## config.mk

```make
export PLATFORM = sky130hd
export DESIGN_NAME = bearing_and_range_approx_core
export DESIGN_NICKNAME = d
export VERILOG_FILES = /design/src/brac_pkg.sv /design/src/bearing_and_range_approx_core.sv
export SDC_FILE = /design/constraint.sdc
export NUM_CORES = 2
export LEC_CHECK = 0
export BUFFER_PORTS_ARGS = -buffer_cell sky130_fd_sc_hd__buf_2
export CORE_ASPECT_RATIO = 0.5
export CORE_UTILIZATION = 59
export CTS_CLUSTER_DIAMETER = 150
export DETAILED_ROUTE_END_ITERATION = 8
export PLACE_DENSITY = 0.79
export SYNTH_ARGS = -nofsm -noshare
export SYNTH_HDL_FRONTEND = slang
export SYNTH_SLANG_ARGS = --single-unit
```

## constraint.sdc

```tcl
create_clock -name clk_i -period 7 [get_ports clk_i]
set_input_delay 1.05 -clock clk_i [delete_from_list [all_inputs] [get_ports clk_i]]
set_output_delay 1.05 -clock clk_i [all_outputs]
set_load 0.01 [all_outputs]
```

## src/brac_pkg.sv

```systemverilog
// Shared constants and pipeline stage numbering for the bearing and range core.
package brac_pkg;

  // Pipeline depth and divider layout
  localparam int unsigned NumStages       = 11;
  localparam int unsigned StageAbs        = 0;
  localparam int unsigned StageSort       = 1;
  localparam int unsigned DivBitsPerStage = 3;
  localparam int unsigned DivFirstStage   = 2;
  localparam int unsigned DivStages       = 5;
  localparam int unsigned StageDiff       = DivFirstStage + DivStages;
  localparam int unsigned StageSlope      = StageDiff + 1;
  localparam int unsigned StageScale      = StageSlope + 1;
  localparam int unsigned StageMap        = StageScale + 1;

  // Number formats
  localparam int unsigned QShift = 14;
  localparam int unsigned QuoW   = QShift + 1;
  localparam int unsigned MagW   = 16;
  localparam int unsigned RemW   = MagW + 1;
  localparam int unsigned DistW  = 15;

  // Arctangent fit
  localparam logic [13:0] FitBase  = 14'h2800;
  localparam logic [14:0] FitKnee  = 15'h1333;
  localparam logic [11:0] FitSlope = 12'hB00;

  localparam logic [DistW-1:0] DistMax = 15'h7FFF;

  // Cardinal bearings
  localparam logic [15:0] AngleNorth = 16'h0000;
  localparam logic [15:0] AngleEast  = 16'h4000;
  localparam logic [15:0] AngleSouth = 16'h8000;
  localparam logic [15:0] AngleWest  = 16'hC000;

endpackage

```

## src/bearing_and_range_approx_core.sv

```systemverilog
// Top level: pipelined bearing and approximate range of a 2-D offset vector.
//
// Input channel: in_valid_i / in_ready_o carry one beat of (delta_x_i, delta_y_i),
// signed 16-bit offsets. Output channel: out_valid_o / out_ready_i carry one beat
// of bearing_o (binary angle, 0 = +y, 0x4000 = +x, clockwise) and distance_o
// (larger magnitude plus half the smaller, saturated at 32767).
//
// Throughput: one beat per cycle while the receiver takes beats; the eleven
// register stages are magnitude, sort/range, five radix-8 restoring divider
// stages (three quotient bits each) for the Q14 ratio, fit difference, slope
// multiply, scale multiply, and octant map into the output register.
//
// Every stage carries a valid bit. A stage takes new data when it is empty or
// the stage after it moves, so bubbles close up while the receiver stalls and
// the input keeps being accepted until every stage holds a beat. A stalled
// output beat holds with its payload unchanged.
//
// Reset clears all valid bits; no output beat appears until one is accepted.
module bearing_and_range_approx_core
  import brac_pkg::*;
(
  input  logic              clk_i,
  input  logic              rst_ni,
  input  logic              in_valid_i,
  output logic              in_ready_o,
  input  logic signed [15:0] delta_x_i,
  input  logic signed [15:0] delta_y_i,
  output logic              out_valid_o,
  input  logic              out_ready_i,
  output logic [15:0]       bearing_o,
  output logic [DistW-1:0]  distance_o
);

  typedef struct packed {
    logic             neg_x;
    logic             neg_y;
    logic             zero_x;
    logic             zero_y;
    logic             swapped;
    logic [MagW-1:0]  mag_x;
    logic [MagW-1:0]  mag_y;
    logic [MagW-1:0]  hi;
    logic [RemW-1:0]  rem;
    logic [QuoW-1:0]  quo;
    logic [DistW-1:0] len;
    logic [13:0]      diff;
    logic [25:0]      prod;
    logic [28:0]      acc;
    logic [15:0]      bearing;
  } pipe_t;

  pipe_t                 pipe_q [NumStages];
  pipe_t                 pipe_d [NumStages];
  logic [NumStages-1:0]  valid_q;
  logic [NumStages-1:0]  adv;

  // Stage k moves when it is empty or the next one moves; the last one moves
  // when its beat is taken.
  always_comb begin
    adv[NumStages-1] = !valid_q[NumStages-1] || out_ready_i;
    for (int k = NumStages - 2; k >= 0; k--) begin
      adv[k] = !valid_q[k] || adv[k+1];
    end
  end

  assign in_ready_o = adv[0];

  always_comb begin
    logic [RemW-1:0]  r;
    logic [QuoW-1:0]  q;
    logic [16:0]      sum;
    logic [MagW-1:0]  lo;
    logic [13:0]      coef;
    logic [15:0]      angle;
    int unsigned      j;

    r     = '0;
    q     = '0;
    sum   = '0;
    lo    = '0;
    coef  = '0;
    angle = '0;
    j     = 0;

    // Magnitudes and axis flags straight from the input beat
    pipe_d[StageAbs]        = '0;
    pipe_d[StageAbs].neg_x  = delta_x_i[15];
    pipe_d[StageAbs].neg_y  = delta_y_i[15];
    pipe_d[StageAbs].zero_x = (delta_x_i == '0);
    pipe_d[StageAbs].zero_y = (delta_y_i == '0);
    pipe_d[StageAbs].mag_x  = delta_x_i[15] ? (~delta_x_i + 16'd1) : delta_x_i;
    pipe_d[StageAbs].mag_y  = delta_y_i[15] ? (~delta_y_i + 16'd1) : delta_y_i;

    // Order the magnitudes, seed the divider, form the range
    pipe_d[StageSort]         = pipe_q[StageSort-1];
    pipe_d[StageSort].swapped = pipe_q[StageSort-1].mag_x > pipe_q[StageSort-1].mag_y;
    if (pipe_d[StageSort].swapped) begin
      lo                   = pipe_q[StageSort-1].mag_y;
      pipe_d[StageSort].hi = pipe_q[StageSort-1].mag_x;
    end else begin
      lo                   = pipe_q[StageSort-1].mag_x;
      pipe_d[StageSort].hi = pipe_q[StageSort-1].mag_y;
    end
    pipe_d[StageSort].rem = {1'b0, lo};
    pipe_d[StageSort].quo = '0;
    sum = {1'b0, pipe_d[StageSort].hi} + {2'b0, lo[MagW-1:1]};
    pipe_d[StageSort].len = (sum > {2'b0, DistMax}) ? DistMax : sum[DistW-1:0];

    // Restoring divider: ratio = (lo << 14) / hi, three quotient bits a stage
    for (int k = 0; k < DivStages; k++) begin
      pipe_d[DivFirstStage+k] = pipe_q[DivFirstStage+k-1];
      r = pipe_q[DivFirstStage+k-1].rem;
      q = pipe_q[DivFirstStage+k-1].quo;
      for (int t = 0; t < DivBitsPerStage; t++) begin
        j = k * DivBitsPerStage + t;
        if (j != 0) begin
          r = {r[RemW-2:0], 1'b0};
        end
        if (r >= {1'b0, pipe_q[DivFirstStage+k-1].hi}) begin
          r = r - {1'b0, pipe_q[DivFirstStage+k-1].hi};
          q[QuoW-1-j] = 1'b1;
        end
      end
      pipe_d[DivFirstStage+k].rem = r;
      pipe_d[DivFirstStage+k].quo = q;
    end

    // Distance of the ratio from the fit knee
    pipe_d[StageDiff] = pipe_q[StageDiff-1];
    if (pipe_q[StageDiff-1].quo > FitKnee) begin
      q = pipe_q[StageDiff-1].quo - FitKnee;
    end else begin
      q = FitKnee - pipe_q[StageDiff-1].quo;
    end
    pipe_d[StageDiff].diff = q[13:0];

    // Slope term
    pipe_d[StageSlope]      = pipe_q[StageSlope-1];
    pipe_d[StageSlope].prod = 26'(pipe_q[StageSlope-1].diff * FitSlope);

    // Scale the fitted gain by the ratio
    pipe_d[StageScale]     = pipe_q[StageScale-1];
    coef = FitBase - {2'b0, pipe_q[StageScale-1].prod[25:QShift]};
    pipe_d[StageScale].acc = 29'(coef * pipe_q[StageScale-1].quo);

    // Place the angle in its octant; axes take cardinal bearings
    pipe_d[StageMap] = pipe_q[StageMap-1];
    angle = {2'b0, pipe_q[StageMap-1].acc[27:QShift]};
    if (pipe_q[StageMap-1].zero_x) begin
      pipe_d[StageMap].bearing =
        (!pipe_q[StageMap-1].neg_y && !pipe_q[StageMap-1].zero_y) ? AngleNorth : AngleSouth;
    end else if (pipe_q[StageMap-1].zero_y) begin
      pipe_d[StageMap].bearing = pipe_q[StageMap-1].neg_x ? AngleWest : AngleEast;
    end else if (!pipe_q[StageMap-1].neg_x) begin
      if (!pipe_q[StageMap-1].neg_y) begin
        pipe_d[StageMap].bearing = pipe_q[StageMap-1].swapped ? AngleEast - angle : angle;
      end else begin
        pipe_d[StageMap].bearing =
          pipe_q[StageMap-1].swapped ? AngleEast + angle : AngleSouth - angle;
      end
    end else begin
      if (!pipe_q[StageMap-1].neg_y) begin
        pipe_d[StageMap].bearing =
          pipe_q[StageMap-1].swapped ? AngleWest + angle : AngleNorth - angle;
      end else begin
        pipe_d[StageMap].bearing =
          pipe_q[StageMap-1].swapped ? AngleWest - angle : AngleSouth + angle;
      end
    end
  end

  // Valid bits: each stage takes the valid of the one before when it moves
  always_ff @(posedge clk_i or negedge rst_ni) begin
    if (!rst_ni) begin
      valid_q <= '0;
    end else begin
      if (adv[0]) begin
        valid_q[0] <= in_valid_i;
      end
      for (int k = 1; k < NumStages; k++) begin
        if (adv[k]) begin
          valid_q[k] <= valid_q[k-1];
        end
      end
    end
  end

  // Payload: load on advance, hold otherwise
  always_ff @(posedge clk_i) begin
    for (int k = 0; k < NumStages; k++) begin
      if (adv[k]) begin
        pipe_q[k] <= pipe_d[k];
      end
    end
  end

  assign out_valid_o = valid_q[NumStages-1];
  assign bearing_o   = pipe_q[NumStages-1].bearing;
  assign distance_o  = pipe_q[NumStages-1].len;

endmodule

```

==> After elaboration in Yosys (flattened, before gate mapping) <==
Memory sizes are Yosys's and may differ from the RTL's.
Index checks and enable logic that the tools add are counted.
{ "word_totals": {"regBits": 11, "latchBits": 0, "ramBits": 2035, "rom_bits": 0, "in_bits": 36, "output_inout_bits": 33, "word_cells": 158, "n_memories": 1} }
{ "memory_table": {"columns": ["name", "words", "word_bits", "read_ports", "rd_clocked_by_memory_dff", "write_ports", "line_no", "rtl"], "rows": [
  ["pipe_q", 11, 185, 11, 0, 11, "bearing_and_range_approx_core.sv:52", "pipe_t pipe_q [NumStages];"]
]} }
{ "classes": {"add_sub_neg": 28, "multipliers": 2, "n_div": 0, "magnitude_cmp": 18, "n_eq_ne": 0, "shift": 0, "mux": 69, "n_bitwise": 2, "n_reduce_logical": 27} }
{ "ops": {"columns": ["operator", "n"], "rows": [
  ["two-way mux 16 bit", 25],
  [">= comparator 17 x 16 -> 1 bit", 15],
  ["subtractor 16 bit", 10],
  ["two-way mux 17 bit", 5],
  ["subtractor 17 x 16 -> 17 bit", 5],
  ["two-way mux 1 bit", 37],
  ["adder 16 x 1 -> 16 bit, second input constant", 2],
  ["logical NOT 16 bit", 2],
  ["inverter 16 bit", 2],
  ["multiplier 14 x 15 -> 29 bit", 1],
  ["multiplier 14 x 4 -> 18 bit, second input constant", 1],
  ["adder 16 x 15 -> 17 bit", 1],
  ["> comparator 17 x 15 -> 1 bit, second input constant", 1],
  ["adder 15 x 14 -> 16 bit, first input constant", 1],
  ["adder 15 x 15 -> 16 bit, first input constant", 1],
  ["adder 16 x 14 -> 16 bit, first input constant", 1],
  ["> comparator 16 bit", 1],
  ["subtractor 15 x 14 -> 16 bit, first input constant", 1],
  ["subtractor 15 x 15 -> 16 bit, first input constant", 1],
  ["subtractor 16 x 14 -> 16 bit, first input constant", 1],
  ["> comparator 15 x 13 -> 1 bit, second input constant", 1],
  ["two-way mux 15 bit", 1],
  ["subtractor 1 x 14 -> 15 bit, first input constant", 1],
  ["two-way mux 14 bit", 1],
  ["other kinds (6)", 28]
]} }

==> Depth between registers and ports, before layout <==
{ "depth": {"depth_word": 14, "ltp_mapped": 35, "depth_no_buf": 32} }

==> Least setup slack after synthesis <==
OpenSTA, ideal clock, no wires.
{ "synth_timing": {"path_kind": "flip-flop to flip-flop", "startpoint": "mem pipe_q[4][133] in the netlist's numbering", "endpoint": "mem pipe_q[5][123] in the netlist's numbering, data pin", "setup_time_ps": 260, "t_arrival_ps": 7349, "required_time_ps": 6740, "setup_slack_ps": -609, "stages_incl_launch_ff": 36, "cell_sequence": "edfxtp_1 inv_1 ha_1 nor2b_1 o31a_1 o21ai_2 a31oi_1 a311oi_2 o21ai_2 buf_2 buf_2 and2_1 ha_1 nor2b_1 o21ai_1 a21oi_1 o41ai_2 o21ai_1 a31o_2 a21o_1 a211o_1 buf_2 buf_2 mux2_1 ha_1 and3_1 nor2b_1 a211oi_1 o21ai_1 a21o_1 a21oi_1 a21oi_1 a211oi_1 o21ai_4 buf_6 mux2_4"} }
{ "synth_lines": {"columns": ["element", "line_no"], "rows": [
  ["start, declared", "bearing_and_range_approx_core.sv:52"]
]} }

==> impl_metrics.csv <==
group,metric,value,unit
detailed_routing,routed_wl,100000,um
clock_tree,cts_tree,"built",
placed_design,dp_slack,-0.277,ns
clock_tree,cts_buffers,48,
worst_setup_path,crit_top_cell,"a21oi_2",
yosys,seq_area_frac_synth,40.5,%
timing,setup_viol,15,
detailed_routing,antenna_left,0,
finish,finish.instance_area,47800,um^2
die,coreArea,65500,um^2
yosys,avgSynthCellArea,10.8,um^2
worst_setup_path,start_kind,"flop",
timing,rsz0062_at_grt,"yes",
die,fp.dieArea,67800,um^2
timing,finClkSkew,0.0341,ns
run_status,status,"finished with violations",
die,fp.dieW,367,um
clock_tree,cts.sinks,533,
die,start_util,60.1,%
timing,setup_ws,-0.0885,ns
detailed_routing,routed_via_density,5.88,
timing,tightest_slew,1.18,ns
yosys,synth.area.top_cells,"edfxtp_1 40%, ha_1 12%, fa_1 8.5%, xnor2_1 4.2%, inv_1 3.7%",
detailed_routing,drc,0,
worst_setup_path,crit_arrival,7.43,ns
timing,min_period,7.09,ns
yosys,synth_warnings,0,
worst_setup_path,cp.required,7.34,ns
worst_setup_path,endpoint_kind,"flop",
timing,layout_worst_path_cycle_share,101,%
job,maxCapViolations,0,
yosys,async_flop_share,2.06,%
yosys,synth_compound_gate_area_share,12.4,%
clock_tree,clockRootBuffer,"clkbuf_16",
yosys,synth-simple-area-share,11.3,%
global_routing,grt_pass1_vias,30500,
global_routing,grt_antenna_before_repair,3,
clock_tree,clkSlewWorstSetupHoldPaths,0.08,ns
placed_design,portBuffers,68,
worst_setup_path,critical_path_class,"flop to flop",
yosys,yosys.cell_count.top_type,"edfxtp_1",
yosys,synth_nets,4233,
min_path,holdCritPathClass,"primary input to async pin",
timing,fmax,0.141,GHz
timing,relSlewSlack,21.2,%
yosys,synthMuxAreaShare,4.41,%
finish,area_growth,21.3,%
global_routing,grt_pass1_wl,154000,um
yosys,synth_fa_ha_area_share,20.8,%
detailed_routing,first_pass_iters,7,
yosys,synth_seq_cells,533,
global_routing,grtUsageTotal,28.4,%
global_routing,grt_max_degree,66,
clock_tree,htree_levels,2,
timing,slew_viol_final,0,
detailed_routing,via_count,30500,
finish,fin_cells,5180,
placed_design,place_inst,5015,
die,placementRows,66,
die,boundaryPins,69,
detailed_routing,dr.first_iter.drc_count,2823,
finish,fin_nets,4844,
clock_tree,insertion_delay,0.62,ns
clock_tree,cts_buffer_depth,3,
die,die_y,185,um
yosys,syn_inst,3644,
yosys,ys_types,90,
yosys,synth.top_cell.area_share,39.8,%
global_routing,grt_overflow,0,
yosys,synth-edff-count,522,
yosys,synth.cell_area,39400,um^2
worst_setup_path,critPathMaxStageDelay,0.44,ns
yosys,synth_xor_area_share,6.03,%
yosys,synth_top_cell_by_area,"edfxtp_1",
placed_design,place_hpwl,72000,um
placed_design,place_area,44500,um^2
worst_setup_path,slowest_stage,"edfxtp_1",
worst_setup_path,path_max_fanout,7,
timing,whs,0.317,ns
yosys,synth-main-ff-cell,"edfxtp_1",
yosys,synth_top_family_by_area,"adder cells",
detailed_routing,routedWlPerCell,19.3,um
placed_design,place_congestion,0.911,
timing,hold_viol,0,
finish,drive_gt1_share,24.9,%
yosys,yosys-top-cells-count,"522 x edfxtp_1, 390 x inv_1, 385 x ha_1",
run_status,violations,"setup timing",
final timing paths:
check	startpoint	endpoint	slack (ns)	cells past startpoint
max in group asynchronous	rst_ni	valid_q[5]	6.45	1
hold reg to reg	pipe_q[6][95]	pipe_q[7][95]	0.41	0
hold / removal	rst_ni	valid_q[7]	0.32	1
setup reg to reg	pipe_q[4][139]	pipe_q[5][125]	-0.09	33
min in group clk_i	pipe_q[6][95]	pipe_q[7][95]	0.41	0
setup / recovery	pipe_q[4][139]	pipe_q[5][125]	-0.09	33
sequential cells by signal, summed over array words and instances, names as in the netlist:
signal,cells
pipe_q,522
valid_q,11
per-layer routing:
layer | GRT usage [%] | part of all wire, % | up-vias
li1 | - | - | 14200
met1 | 36.1 | 42 | 14800
met2 | 50.2 | 49 | 1170
met3 | 3.71 | 5.8 | 300
met4 | 9.28 | 3.5 | 0
met5 | 0 | 0 | -
layout by cell type, fill, tap and decap left out, types with 14 or more instances in the layout:
cell type / n
mux2_2: 113
nand2_1: 306
o21ai_2: 14
xor2_1: 78
a211oi_1: 15
nor2_1: 188
ha_4: 35
o21bai_1: 34
inv_1: 378
buf_6: 18
or3_1: 18
buf_4: 538
clkbuf_16: 52
ha_1: 342
and3_1: 21
nor2b_1: 35
a21o_1: 90
fa_1: 161
or2_2: 15
o21ai_0: 172
nand3_1: 43
a21oi_1: 173
o21a_1: 48
nand4_1: 31
a21oi_2: 19
xnor2_1: 185
nand2b_1: 39
nor3_1: 51
edfxtp_1: 522
buf_2: 69
mux2_4: 24
and2_1: 102
critical path, delay by kind of cell (launching register included):
| kind | cells | cell delay (ns) |
|---|---|---|
| AND/OR/NAND/NOR | 3 | 0.55 |
| flip-flops | 1 | 0.44 |
| multiplexers | 2 | 0.66 |
| buffers and inverters | 4 | 0.67 |
| adder cells (fa/ha/maj) | 3 | 0.71 |
| AO/OA/AOI/OAI | 21 | 3.75 |
layout make-up:
class	count	area, um^2
multi-input cells	2648	22800
fillers	4202	17700
flip-flops and latches	533	16000
repair buffers	633	4760
inverters	391	1470
clock buffers	54	1270
well taps	884	1110
clock inverters	36	372
diodes	1	2.50
stage by stage:
step                      setup TNS, ns  utilization [%]
after floorplan                   -1.65                -
after global placement            -1.64             68.0
after detailed placement          -7.62             68.0
after CTS                       -0.0101             71.3
after global routing              -9.85             72.9
final                            -0.835             72.9
what timing repair did:
action / CTS / global route
buffers inserted: 25 / 48
cloned: 1 / 3
resized for setup: 68 / 132
endpoints found under the hold margin: 0 / 0
hold buffers: 0 / 0
pin swaps: 50 / 85
endpoints found under the setup margin: 69 / 76
kinds of logic (layout without fill, tap and decap cells):
kind of cell,after synthesis,count (layout)
fa+ha+maj,553,553
simple gates,925,925
xor+xnor,271,271
compound gates,747,749
other cells,0,1
buf+inv,465,1114
mux,150,150
flops,533,533
Power is left out: the tool's default activity adds up to more than one toggle a clock period on the data nets, which glitch-free logic cannot reach.
